$ cat config.mk
export PLATFORM = sky130hd
export DESIGN_NAME = mgcd_search
export DESIGN_NICKNAME = d
export VERILOG_FILES = /design/src/rtl/core/max_pairwise_gcd_top_macros.svh /design/src/rtl/core/mgcd_pkg.sv /design/src/rtl/core/mgcd_search.sv
export SDC_FILE = /design/constraint.sdc
export NUM_CORES = 1
export LEC_CHECK = 0
export BUFFER_PORTS_ARGS = -buffer_cell sky130_fd_sc_hd__buf_2
export CAP_MARGIN = 10
export CORE_AREA = 2 2 101 103
export DETAILED_ROUTE_END_ITERATION = 8
export DIE_AREA = 0 0 103 105
export MAX_ROUTING_LAYER = met4
export PLACE_DENSITY_LB_ADDON = 0.3
export SETUP_SLACK_MARGIN = 0.4
export SYNTH_ARGS = -nofsm -noshare
export SYNTH_HDL_FRONTEND = slang
export SYNTH_SLANG_ARGS = --single-unit
$ cat constraint.sdc
create_clock -name clk -period 3.91 [get_ports clk]
set_input_delay 0.782 -clock clk [delete_from_list [all_inputs] [get_ports clk]]
set_output_delay 0.782 -clock clk [all_outputs]
set_load 0.1 [all_outputs]
$ cat src/rtl/core/max_pairwise_gcd_top_macros.svh
// Assertion macros shared by the RTL of the maximum pairwise GCD block.
`ifndef MAX_PAIRWISE_GCD_TOP_MACROS_SVH
`define MAX_PAIRWISE_GCD_TOP_MACROS_SVH

// Property that must hold at every clock edge outside reset.
`define MGCD_ASSERT(label, clk, rst_n, prop, msg) \
  label: assert property (@(posedge clk) disable iff (!rst_n) (prop)) else $error(msg);

// When the antecedent holds, the consequent holds in the same cycle.
`define MGCD_ASSERT_IMPL(label, clk, rst_n, ante, cons, msg) \
  label: assert property (@(posedge clk) disable iff (!rst_n) (ante) |-> (cons)) \
    else $error(msg);

`endif

$ cat src/rtl/core/mgcd_pkg.sv
package mgcd_pkg;

  // Fixed field widths of the streams.
  localparam int VALUE_W = 16;
  localparam int GCD_W   = 16;

  // Default upper bound on accepted values.
  localparam int VALUE_MAX_DEF = 65535;

  // Completion report from the divisor search to the controller.
  typedef struct packed {
    logic             done;
    logic [GCD_W-1:0] gcd;
  } srch_status_t;

endpackage

$ cat src/rtl/core/mgcd_search.sv
module mgcd_search
  import mgcd_pkg::*;
#(
  parameter int VALUE_MAX = VALUE_MAX_DEF,
  localparam int AW = $clog2(VALUE_MAX + 1)
) (
  input  logic               clk,
  input  logic               rst_n,
  input  logic               start,
  input  logic [VALUE_W-1:0] dup,
  input  logic               rd_data,
  output logic               rd_en,
  output logic [AW-1:0]      rd_addr,
  output srch_status_t       status
);

  localparam logic [AW-1:0] TOP_ADDR = AW'(VALUE_MAX);
  localparam logic [AW:0]   TOP_SUM  = (AW + 1)'(VALUE_MAX);

  logic               busy_r;
  logic               issue_r;
  logic [AW-1:0]      d_r;
  logic [AW-1:0]      m_r;
  logic [VALUE_W-1:0] dup_r;
  logic               rsp_valid_r;
  logic               rsp_first_r;
  logic [AW-1:0]      rsp_d_r;
  logic               cnt_r;
  logic               done_r;
  logic [GCD_W-1:0]   gcd_r;

  logic [AW:0]        m_sum;
  logic [AW-1:0]      d_dec;
  logic               found;

  // Issue side: walk the multiples of the current divisor, one read a cycle.
  always_comb begin
    rd_en   = issue_r;
    rd_addr = m_r;
    m_sum   = {1'b0, m_r} + {1'b0, d_r};
    d_dec   = d_r - 1'b1;
    // A second present multiple of the divisor in flight ends the search.
    found   = rsp_valid_r && rd_data && !rsp_first_r && cnt_r;
    status  = '{done: done_r, gcd: gcd_r};
  end

  always_ff @(posedge clk) begin
    if (!rst_n) begin
      busy_r      <= 1'b0;
      issue_r     <= 1'b0;
      rsp_valid_r <= 1'b0;
      cnt_r       <= 1'b0;
      done_r      <= 1'b0;
    end else begin
      done_r <= 1'b0;
      if (start) begin
        d_r         <= TOP_ADDR;
        m_r         <= TOP_ADDR;
        dup_r       <= dup;
        issue_r     <= 32'(VALUE_MAX) > 32'(dup);
        busy_r      <= 1'b1;
        rsp_valid_r <= 1'b0;
        cnt_r       <= 1'b0;
      end else if (busy_r) begin
        // Response side: the read data lines up with the tags stored here.
        rsp_valid_r <= issue_r;
        rsp_first_r <= (m_r == d_r);
        rsp_d_r     <= d_r;
        if (rsp_valid_r) begin
          cnt_r <= rsp_first_r ? rd_data : (cnt_r | rd_data);
        end
        // Step to the next multiple, or down to the next divisor.
        if (issue_r) begin
          if (m_sum > TOP_SUM) begin
            d_r <= d_dec;
            m_r <= d_dec;
            if (32'(d_dec) <= 32'(dup_r)) begin
              issue_r <= 1'b0;
            end
          end else begin
            m_r <= m_sum[AW-1:0];
          end
        end
        // Finish on a hit pair, or once every divisor above the duplicate is spent.
        if (found) begin
          issue_r     <= 1'b0;
          rsp_valid_r <= 1'b0;
          busy_r      <= 1'b0;
          done_r      <= 1'b1;
          gcd_r       <= GCD_W'(rsp_d_r);
        end else if (!issue_r && !rsp_valid_r) begin
          busy_r <= 1'b0;
          done_r <= 1'b1;
          gcd_r  <= GCD_W'(dup_r);
        end
      end
    end
  end

endmodule

==> run_results.csv <==
group,metric,value,unit
routing,drc,0,
worst_hold_path,holdCritPathClass,"flip-flop to flip-flop",
synth,yosysSeqAreaShare,53.21,%
global_route,antenna_found_initial,0,
clock_tree,cts_tree,"built",
setup_path,critPathKind,"flip-flop to flip-flop",
finish,areaGrowthSynthToFinish,19.53,%
worst_hold_path,holdPathEnd,"cnt_r$_SDFFE_PP0P_",
synth,syn_area_per_cell,11.69,µm²
floorplanning,boundaryPins,54,
setup_path,r2r_start,"d_r[1]$_SDFFCE_PP1P_",
sta,hold_ws,0.4970,ns
setup_path,r2r_end,"rd_en$_SDFFE_PN0N_",
finish,layout_common_cells,"edfxtp_1, buf_2, buf_4",
routing,antenna_left,0,
job,cap_violations,0,
global_route,grt_first_pass_wirelength,17530,µm
sta,clock_skew,0.01073,ns
synth,syn_nets,461,
power,powerDensity,377.1,mW/mm²
floorplanning,rows,36,
sta,worst_pin_slew,0.7675,ns
place,gp_routability_congestion,0.8387,
place,io_buffers,53,
worst_hold_path,hold_start,"cnt_r$_SDFFE_PP0P_",
clock_tree,postCtsHoldBufs,0,
clock_tree,clock_latency,0.36,ns
finish,insertedDiodeCount,0,
routing,num_vias,3528,
routing,drt_iter0_markers,264,
finish,final_core_util,59.02,%
synth,synth-seq-cells,86,
finish,nFillCells,798,
finish,multiInputGateArea,0.002177,mm²
setup_path,cp_max_fo,6,
floorplanning,die_w,103,µm
sta,hold_viol_final,0,
sta,period_share,91.26,%
finish,fin_area,0.005689,mm²
setup_path,arrival,3.82,ns
finish,layout.cells.most_common,"edfxtp_1",
setup_path,ff2ff_setup_slack,0.34,ns
synth,synthesis.area,0.004760,mm²
synth,synth-edff-count,81,
sta,fin_setup_tns,0,ns
global_route,grt_use_total,22.13,%
place,place_hpwl,8286,µm
finish,register_area,0.002532,mm²
clock_tree,cts_buffers,9,
finish,nets,540,
sta,setup_viol,0,
sta,fin_crit,3.568,ns
clock_tree,path_clk_slew,0.09,ns
global_route,overflow,0,
sta,slew_violations,0,
clock_tree,clock-root-buffer,"clkbuf_8",
floorplanning,start_util,49.38,%
floorplanning,die_h,105,µm
power,leakagePower,2.202,nW
clock_tree,cts_buffer_depth,2,
synth,ys_types,58,
setup_path,worstPathRequired,4.16,ns
sta,maxSlewHeadroom,48.83,%
setup_path,start_kind,"flip-flop",
setup_path,end_kind,"flip-flop",
routing,wirelength,11750,µm
floorplanning,core,0.009639,mm²
floorplanning,die_area,0.01082,mm²
global_route,grt_max_degree,31,
global_route,grt_pass1_vias,3379,
power,vdd_ir_drop_max,0.2084,mV
routing,wl_per_cell,18.83,µm
synth,syn-instance-count,407,
routing,drt_first_pass_iters,5,
sta,max_freq,280.3,MHz
place,post_dp_cell_area,0.005175,mm²
routing,vias_per_cell,5.654,
synth,ys.warnings.count,0,
power,p_total,0.002146,W
synth,synthArstFlopShare,0,%
synth,ys.flop_type,"edfxtp_1",
clock_tree,clock-sinks,86,
status,status,"finished, final reports clean",
setup_path,reg2reg_depth,14,
worst_hold_path,whs_path_depth,2,
sta,rsz0062_at_grt,"yes",
clock_tree,htreeDepth,3,
finish,drive_gt1_share,30.14,%
-- critical path, cell delays in order, from the launching register on --
cell and delay, ns:
edfxtp_1 0.42, buf_4 0.16, buf_4 0.13, inv_2 0.08
ha_4 0.15, or4b_4 0.52, nor4_4 0.29, xnor2_2 0.19
inv_2 0.08, ha_4 0.29, nand4_1 0.09, or4_4 0.50
or3_4 0.34, a22oi_2 0.13, o31ai_1 0.08
-- layer usage --
layer / global-route usage (%) / vias up / part of all wire [%]
met5: - / - / 0
met4: 7.143 / 0 / 2.0
met3: 4.013 / 20 / 5.7
met2: 34.32 / 122 / 48
met1: 29.38 / 1703 / 45
li1: - / 1683 / -
-- synthesized netlist by cell type, types with 3 or more instances --
master	count	share of area, %
ha_1	33	8.7
edfxtp_1	81	51
and4_1	3	0.55
xor2_1	15	2.8
nor2b_1	3	0.39
nand4_1	7	0.92
a211o_1	3	0.55
xnor2_1	8	1.5
nand3_1	11	1.2
inv_1	27	2.1
nor4_1	6	0.79
a21oi_1	28	2.9
dfxtp_1	5	2.1
nand2b_1	12	1.6
nor2_1	14	1.1
o211ai_1	14	2.2
mux2_2	16	3.8
a21o_1	7	1.1
a31oi_1	3	0.39
nand2_1	30	2.4
clkbuf_1	15	1.2
o21ai_0	18	1.9
-- metrics by stage --
stage / setup slack [ns] / cells
2_1_floorplan: 0.4359 / 407
3_3_place_gp: 0.3628 / 582
3_5_place_dp: 0.2073 / 582
4_1_cts: 0.4070 / 605
5_1_grt: 0.2213 / 624
6_report: 0.3419 / 624
-- worst max path at each step --
| stage | start | endpoint | slack (ns) |
|---|---|---|---|
| after floorplan | d_r[0]$_SDFFCE_PP1P_ | rd_en$_SDFFE_PN0N_ | 0.44 |
| after global routing | d_r[1]$_SDFFCE_PP1P_ | rd_en$_SDFFE_PN0N_ | 0.22 |
| after CTS | d_r[9]$_SDFFCE_PP1P_ | rd_en$_SDFFE_PN0N_ | 0.41 |
| after global placement | d_r[1]$_SDFFCE_PP1P_ | rd_en$_SDFFE_PN0N_ | 0.36 |
| after detailed placement | d_r[1]$_SDFFCE_PP1P_ | rd_en$_SDFFE_PN0N_ | 0.21 |
| final | d_r[1]$_SDFFCE_PP1P_ | rd_en$_SDFFE_PN0N_ | 0.34 |
-- layout make-up --
cell class | count | area share [%]
timing repair buffer | 86 | 9.017
clock buffer | 10 | 2.243
multi-input combinational | 276 | 38.27
tap | 133 | 2.925
inverter | 27 | 1.781
clock inverter | 6 | 1.254
sequential | 86 | 44.51
-- power by group --
| group | switching [W] | internal (W) | total (W) | leakage (nW) |
|---|---|---|---|---|
| clock | 0.000341 | 0.000301 | 0.000642 | 0.0984 |
| sequential | 0.0000278 | 0.00105 | 0.00108 | 0.766 |
| combinational | 0.000285 | 0.000138 | 0.000423 | 1.34 |
-- cell families (layout without fill, tap and decap cells) --
family                   count (synthesis)  after routing  synth area share (%)
AO/OA/AOI/OAI                           96             96                 13.14
XOR/XNOR                                24             24                 4.574
adder cells (fa/ha/maj)                 34             34                 9.096
buffers and inverters                   45            129                 3.654
flip-flops                              86             86                 53.21
multiplexers                            16             16                 3.785
AND/OR/NAND/NOR                        106            106                 12.54
-- flip-flops by register name, indices dropped and copies added (netlist names) --
signal / flops
d_r: 16
dup_r: 16
gcd_r: 16
rd_addr: 16
rsp_d_r: 16
busy_r: 1
cnt_r: 1
done_r: 1
rd_en: 1
rsp_first_r: 1
rsp_valid_r: 1
-- repair_timing --
item                                    in CTS  in global routing
endpoints found under the setup margin       1                 17
buffers inserted                             7                 19
pin swaps                                    1                 12
gates resized for setup                      4                 18
hold endpoints to repair                     0                  0
(Power assumes the default switching activity.)
